==> config.mk <==
export PLATFORM = sky130hd
export DESIGN_NAME = sgm3_root
export DESIGN_NICKNAME = d
export VERILOG_FILES = /design/src/design/sgm3_cell.sv /design/src/design/sgm3_root.sv
export SDC_FILE = /design/constraint.sdc
export NUM_CORES = 1
export LEC_CHECK = 0
export ABC_CLOCK_PERIOD_IN_PS = 9600
export BUFFER_PORTS_ARGS = -buffer_cell sky130_fd_sc_hd__clkbuf_2
export CORE_MARGIN = 5
export CORE_UTILIZATION = 46
export DETAILED_ROUTE_END_ITERATION = 10
export GPL_TIMING_DRIVEN = 0
export PLACE_DENSITY = 0.6
export RECOVER_POWER = 100
export SLEW_MARGIN = 10
export SYNTH_ARGS = -nofsm -noshare
export SYNTH_HDL_FRONTEND = slang
export SYNTH_SLANG_ARGS = --single-unit
==> constraint.sdc <==
create_clock -name clk -period 9.6 [get_ports clk]
set_input_delay 0.48 -clock clk [delete_from_list [all_inputs] [get_ports clk]]
set_output_delay 0.48 -clock clk [all_outputs]
set_load 0.05 [all_outputs]
==> src/design/sgm3_cell.sv <==
`default_nettype none
module sgm3_cell #(
	parameter int RW = 42
) (
	input  logic              clk,
	input  logic              arst_n,
	input  logic              v_i,
	input  logic [RW-1:0]     rad_i,
	input  logic [RW/2+2:0]   rem_i,
	input  logic [RW/2-1:0]   root_i,
	output logic              v_o,
	output logic [RW-1:0]     rad_o,
	output logic [RW/2+2:0]   rem_o,
	output logic [RW/2-1:0]   root_o
);
	localparam int RB = RW / 2;

	logic [RB+2:0] r2;
	logic [RB+2:0] trial;
	logic          fits;
	logic          v_q;
	logic [RW-1:0] rad_q;
	logic [RB+2:0] rem_q;
	logic [RB-1:0] root_q;

	// bring down the next two radicand bits and try a one digit
	assign r2    = {rem_i[RB:0], rad_i[RW-1:RW-2]};
	assign trial = {1'b0, root_i, 2'b01};
	assign fits  = (r2 >= trial);

	always_ff @(posedge clk or negedge arst_n) begin
		if (!arst_n) begin
			v_q <= 1'b0;
		end else begin
			v_q <= v_i;
		end
	end

	always_ff @(posedge clk) begin
		rad_q  <= {rad_i[RW-3:0], 2'b00};
		rem_q  <= fits ? (r2 - trial) : r2;
		root_q <= {root_i[RB-2:0], fits};
	end

	assign v_o    = v_q;
	assign rad_o  = rad_q;
	assign rem_o  = rem_q;
	assign root_o = root_q;

endmodule
`default_nettype wire

==> src/design/sgm3_root.sv <==
`default_nettype none
module sgm3_root #(
	parameter int RW = 42
) (
	input  logic            clk,
	input  logic            arst_n,
	input  logic            in_v,
	input  logic [RW-1:0]   rad,
	output logic            out_v,
	output logic [RW/2-1:0] root
);
	localparam int RB = RW / 2;

	logic          v_c    [0:RB];
	logic [RW-1:0] rad_c  [0:RB];
	logic [RB+2:0] rem_c  [0:RB];
	logic [RB-1:0] root_c [0:RB];

	assign v_c[0]    = in_v;
	assign rad_c[0]  = rad;
	assign rem_c[0]  = '0;
	assign root_c[0] = '0;

	for (genvar i = 0; i < RB; i++) begin : g_cell
		sgm3_cell #(.RW(RW)) u_cell (
			.clk    (clk),
			.arst_n (arst_n),
			.v_i    (v_c[i]),
			.rad_i  (rad_c[i]),
			.rem_i  (rem_c[i]),
			.root_i (root_c[i]),
			.v_o    (v_c[i+1]),
			.rad_o  (rad_c[i+1]),
			.rem_o  (rem_c[i+1]),
			.root_o (root_c[i+1])
		);
	end

	assign out_v = v_c[RB];
	assign root  = root_c[RB];

endmodule
`default_nettype wire

; ---- Word-level counts from Yosys, hierarchy flattened
; Cells that the tools add are included.
[word_totals]
ff_bits = 1093
input_bits = 45
elab_cells = 144
[classes]
n_lt_le_gt_ge = 21
mux = 20
add_sub_neg = 20
[ops]
columns = operator, count
row1 = two-way mux 22 bit, 19
row2 = >= comparator 24 x 10 -> 1 bit, 1
row3 = >= comparator 24 x 11 -> 1 bit, 1
row4 = >= comparator 24 x 12 -> 1 bit, 1
row5 = >= comparator 24 x 13 -> 1 bit, 1
row6 = >= comparator 24 x 14 -> 1 bit, 1
row7 = >= comparator 24 x 15 -> 1 bit, 1
row8 = >= comparator 24 x 16 -> 1 bit, 1
row9 = >= comparator 24 x 17 -> 1 bit, 1
row10 = >= comparator 24 x 18 -> 1 bit, 1
row11 = >= comparator 24 x 19 -> 1 bit, 1
row12 = >= comparator 24 x 20 -> 1 bit, 1
row13 = >= comparator 24 x 21 -> 1 bit, 1
row14 = >= comparator 24 x 22 -> 1 bit, 1
row15 = >= comparator 24 x 3 -> 1 bit, 1
row16 = >= comparator 24 x 4 -> 1 bit, 1
row17 = >= comparator 24 x 5 -> 1 bit, 1
row18 = >= comparator 24 x 6 -> 1 bit, 1
row19 = >= comparator 24 x 7 -> 1 bit, 1
row20 = >= comparator 24 x 8 -> 1 bit, 1
row21 = >= comparator 24 x 9 -> 1 bit, 1
row22 = subtractor 22 x 10 -> 22 bit, 1
row23 = subtractor 22 x 11 -> 22 bit, 1
row24 = subtractor 22 x 12 -> 22 bit, 1
row25 = 19 further kinds, 19

; ---- Logic depth before layout (Yosys ltp)
[logic_depth]
word_depth = 2
mapped_depth = 13

; ---- By module
; A second synthesis with hierarchy kept.
[unflattened]
cells_unflattened = 7060
hier_area_um2 = 70537.7
[modules_own_cells]
columns = mod, cells_per_inst, area_per_inst_um2, seq_area_each_um2, n_inst
row1 = sgm3_cell at g_cell[18].u_cell ..., 331, 3290.7, 1726.7, 12
row2 = sgm3_cell at g_cell[0].u_cell ..., 343, 3449.6, 1726.7, 9
row3 = sgm3_root, 1, 3.8, 0.0, 1

; ---- Least setup slack after synthesis
; OpenSTA, ideal clock, no wires.
[synth_timing]
kind = reg2reg
from = reg g_cell[14].u_cell.root_q[0]
to = reg g_cell[15].u_cell.rem_q[10]
arrival_time_ps = 3144
stages_incl_launch_ff = 12
path_slack_ps = 6335
synth_period_minus_slack_ps = 3265
cell_sequence = dfxtp_1 -> inv_1 -> ha_1 -> nor2b_1 -> o2111ai_1 -> and3_1 -> o31ai_1 -> a311oi_1 -> nor3_1 -> nor3_1 -> clkbuf_1 -> mux2_2
[synth_via]
elab_chain_len = 2
elab_cells_between_ends = 3
cone_classes = add/sub: 1 / order compare: 1 / mux: 1
[synth_lines]
columns = element, line
row1 = "start, declared", sgm3_cell.sv:24  ; logic [RB-1:0] root_q;
row2 = "start signal, assigned", sgm3_cell.sv:42  ; root_q <= {root_i[RB-2:0], fits};
row3 = subtractor 22 x 17 -> 22 bit / >= comparator 24 x 17 -> 1 bit (equally long branches), "sgm3_cell.sv:41, sgm3_cell.sv:29"
row4 = two-way mux 22 bit *, sgm3_cell.sv:41  ; rem_q <= fits ? (r2 - trial) : r2;
row5 = "end signal, assigned", sgm3_cell.sv:41
row6 = "end, declared", sgm3_cell.sv:23  ; logic [RB+2:0] rem_q;
; Every way passes the cells marked *; elsewhere a longest branch is shown, timed or not.
; A chain may end at the register's enable or synchronous reset.

; ---- Worst setup path in the final report
[layout_timing]
from = reg g_cell[18].u_cell.root_q[0]
to = reg g_cell[19].u_cell.root_q[0]
[layout_via]
elab_chain_len = 1
[layout_lines]
columns = element, line
row1 = "start, declared", sgm3_cell.sv:24
row2 = "start signal, assigned", sgm3_cell.sv:42
row3 = >= comparator 24 x 21 -> 1 bit, sgm3_cell.sv:29  ; assign fits = (r2 >= trial);
row4 = named net g_cell[19].u_cell.fits, sgm3_cell.sv:20  ; logic fits;
row5 = "end signal, assigned", sgm3_cell.sv:42
row6 = "end, declared", sgm3_cell.sv:24
; The timed path passes the listed nets, and every way through them passes these cells.

==> impl_metrics.env <==
export IMPL_outcome="complete, but fails checks"
export IMPL_violations="capacitance limit, slew limit"
export IMPL_finalWirelength_microns=71900
export IMPL_netlist_instances=3718
export IMPL_worst_pin_slew_ns=1.52
export IMPL_synth_flop_cell="dfxtp_1"
export IMPL_leakage_uw=0.0208
export IMPL_antenna_left=0
export IMPL_cts_resized=0
export IMPL_cts_max_path_buffers=3
export IMPL_synthArstFlopShare_pct=1.94
export IMPL_antenna_cells=0
export IMPL_first_global_vias=24349
export IMPL_skew_ns=0.0534
export IMPL_slowest_stage="o41ai_1"
export IMPL_core_sq_mm=0.0836
export IMPL_grt_pass1_wl_microns=120000
export IMPL_io_pins=67
export IMPL_yosysSeqAreaShare_pct=56.3
export IMPL_placed_cell_area_sq_mm=0.0405
export IMPL_worst_setup_path_type="reg -> reg"
export IMPL_drc_errors=0
export IMPL_grt_max_degree=22
export IMPL_drtIter0Drc=1312
export IMPL_dr_total_vias=24956
export IMPL_timing_hold_violations_final=0
export IMPL_setup_viol=0
export IMPL_final_area_sq_mm=0.0445
export IMPL_ctsHtreeMaxLevel=3
export IMPL_start_kind="flop"
export IMPL_wl_per_cell_microns=14.1
export IMPL_synth_cell_type_count=73
export IMPL_core_rowCount=106
export IMPL_max_stage_delay_ns=1.00
export IMPL_rsz0062_at_grt="no"
export IMPL_vdd_drop_max_mv=0.181
export IMPL_cp_data_required_time_ns=10.13
export IMPL_max_freq_ghz=0.224
export IMPL_setup_tns_ns=0
export IMPL_final_nets=4236
export IMPL_numCtsBuffers=107
export IMPL_clock_latency_ns=0.68
export IMPL_syn_area_per_cell_sq_um=10.4
export IMPL_overflow=0
export IMPL_post_route_period_util_pct=46.4
export IMPL_synth_net_count=4016
export IMPL_die_h_microns=300
export IMPL_utilization_pct=53.3
export IMPL_swShare_pct=27.9
export IMPL_cts_root_buf="clkbuf_16"
export IMPL_cap_violations=1
export IMPL_gp_congestion=0.821
export IMPL_pwr_density_cell_mw_per_mm2=271
export IMPL_hold_path_class="reg -> reg"
export IMPL_postCtsSetupRepairBufs=0
export IMPL_cp_max_fo=10
export IMPL_die_w_microns=300
export IMPL_netlist_area_sq_mm=0.0388
export IMPL_critPathCaptureType="flop"
export IMPL_ys_ff_latch=1084
export IMPL_cts_tree="yes"
export IMPL_min_period_ns=4.46
export IMPL_port_buffers=66
export IMPL_arrival_ns=4.99
export IMPL_antenna_found_initial=0
export IMPL_clk_pin_slew_worst_paths_ns=0.06
export IMPL_synth_enable_flop_cells=0
export IMPL_hpwl_microns=53500
export IMPL_initial_utilization_pct=46.4
export IMPL_n_fill_cell=7496
export IMPL_cts_num_sinks=1084
export IMPL_crit_path_cell_trace="inv_1 > ha_1 > nor2b_1 > o31a_1 > o31a_1 > o41ai_1 > o211ai_1 > a21oi_1 > clkbuf_1 > clkbuf_1 > inv_1"
export IMPL_drive_above_1_share_pct=7.53
export IMPL_power_switching_uw=3360
export IMPL_area_growth_pct=14.8
export IMPL_slew_viol_final=9
export IMPL_yosysWarningCount=0
export IMPL_first_pass_iters=5
export IMPL_rrSetupSlack_ns=5.14
export IMPL_gr_usage_all_layers_pct=15.8
export IMPL_p_comb_share_pct=17.6
export IMPL_dieArea_sq_mm=0.0901
export IMPL_slew_headroom_pct=-2.24
export IMPL_routed_via_density=4.89
export IMPL_clock_power_share_pct=34.5
export IMPL_seq_power_share_pct=47.9
export IMPL_power_internal_uw=8710
[power by group through the flow]
stage                     clock, uW  combinational [uW]  sequential [uW]
after detailed placement          0                2110             5880
after global routing           4510                2420             5880
final                          4170                2130             5780
after floorplan                   0                1680             5730
after global placement            0                2090             5880
after CTS                      4300                2140             5790
[through the flow]
step	total power [uW]	hold WS, ns	worst slack, ns	cells
final	12100	0.298	5.14	5104
after global placement	7970	0.310	5.02	4864
after floorplan	7410	0.184	6.34	3718
after detailed placement	7990	0.312	5.18	4865
after global routing	12800	0.307	4.78	5104
after CTS	12200	0.288	5.15	5104
[state kept, by name, summed over array words and instances (netlist names)]
register	count
g_cell.u_cell.rem_o	412
g_cell.u_cell.rad_o	420
g_cell.u_cell.v_o	21
g_cell.u_cell.root_o	231
[final cells by class]
class                      count  area, sq um  share of cell area (%)
clock inverter                44          564                    1.27
buffer                        46          173                   0.388
sequential                  1084        21800                    49.0
inverter                     316         1190                    2.67
timing repair buffer         111          741                    1.66
tap                         1080         1350                    3.04
clock buffer                 151         3110                    7.00
multi-input combinational   2272        15600                    35.0
[synth_stat cells (23+ instances only)]
cell type | n | area, sq um
a211oi_1 | 23 | 173
nand3_1 | 57 | 285
mux2_2 | 49 | 552
or2_2 | 27 | 169
nand4_1 | 26 | 163
ha_1 | 253 | 3170
nor3_1 | 100 | 500
xnor2_1 | 161 | 1410
nand2b_1 | 49 | 307
or3_1 | 38 | 238
a21o_1 | 64 | 480
xor2_1 | 159 | 1390
inv_1 | 315 | 1180
nor2b_1 | 35 | 219
o21ai_0 | 172 | 861
o31ai_1 | 26 | 195
nor4_1 | 55 | 344
clkbuf_1 | 43 | 161
a21oi_1 | 213 | 1070
o21a_1 | 46 | 345
nor2_1 | 241 | 905
dfxtp_1 | 1063 | 21300
nand2_1 | 242 | 908
[cell families after synthesis]
group / count (synthesis) / synth area share (%)
other: 1 / 0.00968
XOR/XNOR: 320 / 7.23
flip-flops: 1084 / 56.3
buffers and inverters: 362 / 3.52
AO/OA/AOI/OAI: 682 / 11.0
AND/OR/NAND/NOR: 956 / 12.1
multiplexers: 60 / 1.71
adder cells (fa/ha/maj): 253 / 8.17
[critical path, delay by kind of cell (launching register included)]
family | cells | cell delay [ns]
AOI/OAI and AO/OA | 5 | 2.27
buffers and inverters | 4 | 1.17
adders and majority gates | 1 | 0.34
DFF | 1 | 0.33
and+or+nand+nor | 1 | 0.17
[per-layer routing]
layer	vias to the layer above	GRT usage, %	part of all wire [%]
met2	399	25.0	44
li1	13120	-	-
met3	98	2.62	4.1
met5	-	0	0
met1	11339	22.3	50
met4	0	5.03	2.1
[repair_timing]
action                                  CTS  global route
hold buffers                             44             0
endpoints found under the setup margin    0             0
hold endpoints to repair                 64             0
[placed cells by master, fill, tap and decap left out, types with 9 or more instances in the layout]
cell type / Yosys / routed
a2111oi_0: 9 / 9
a211oi_1: 23 / 23
a21o_1: 64 / 64
a21oi_1: 213 / 213
a31oi_1: 19 / 19
and2_1: 9 / 9
and3_1: 20 / 20
clkbuf_1: 43 / 91
clkbuf_16: 0 / 107
clkbuf_2: 0 / 39
clkbuf_8: 0 / 27
clkinv_2: 0 / 23
dfrtp_1: 21 / 21
dfxtp_1: 1063 / 1063
dlygate4sd3_1: 0 / 44
ha_1: 253 / 253
inv_1: 315 / 315
mux2_2: 49 / 47
mux2i_1: 11 / 11
nand2_1: 242 / 242
nand2b_1: 49 / 49
nand3_1: 57 / 57
nand3b_1: 11 / 11
nand4_1: 26 / 26
nor2_1: 241 / 241
nor2b_1: 35 / 35
nor3_1: 100 / 99
nor4_1: 55 / 56
o211ai_1: 19 / 19
o21a_1: 46 / 46
o21ai_0: 172 / 173
o21bai_1: 10 / 10
o31a_1: 9 / 9
o31ai_1: 26 / 26
or2_2: 27 / 27
or3_1: 38 / 39
or4_1: 20 / 23
xnor2_1: 161 / 161
xor2_1: 159 / 159
[worst paths after layout]
path                                             startpoint  depth (start not counted)                     endpoint
worst max-delay path            g_cell[18].u_cell.root_o[0]                         11  g_cell[19].u_cell.root_o[0]
worst min-delay path             g_cell[7].u_cell.rad_o[25]                          0   g_cell[8].u_cell.rad_o[27]
worst max register to register  g_cell[18].u_cell.root_o[0]                         11  g_cell[19].u_cell.root_o[0]
worst min register to register   g_cell[7].u_cell.rad_o[25]                          0   g_cell[8].u_cell.rad_o[27]
max in group asynchronous                            arst_n                          2        g_cell[18].u_cell.v_o
min in group asynchronous                            arst_n                          2         g_cell[0].u_cell.v_o
No activity file was read; power rests on OpenSTA's default activity.
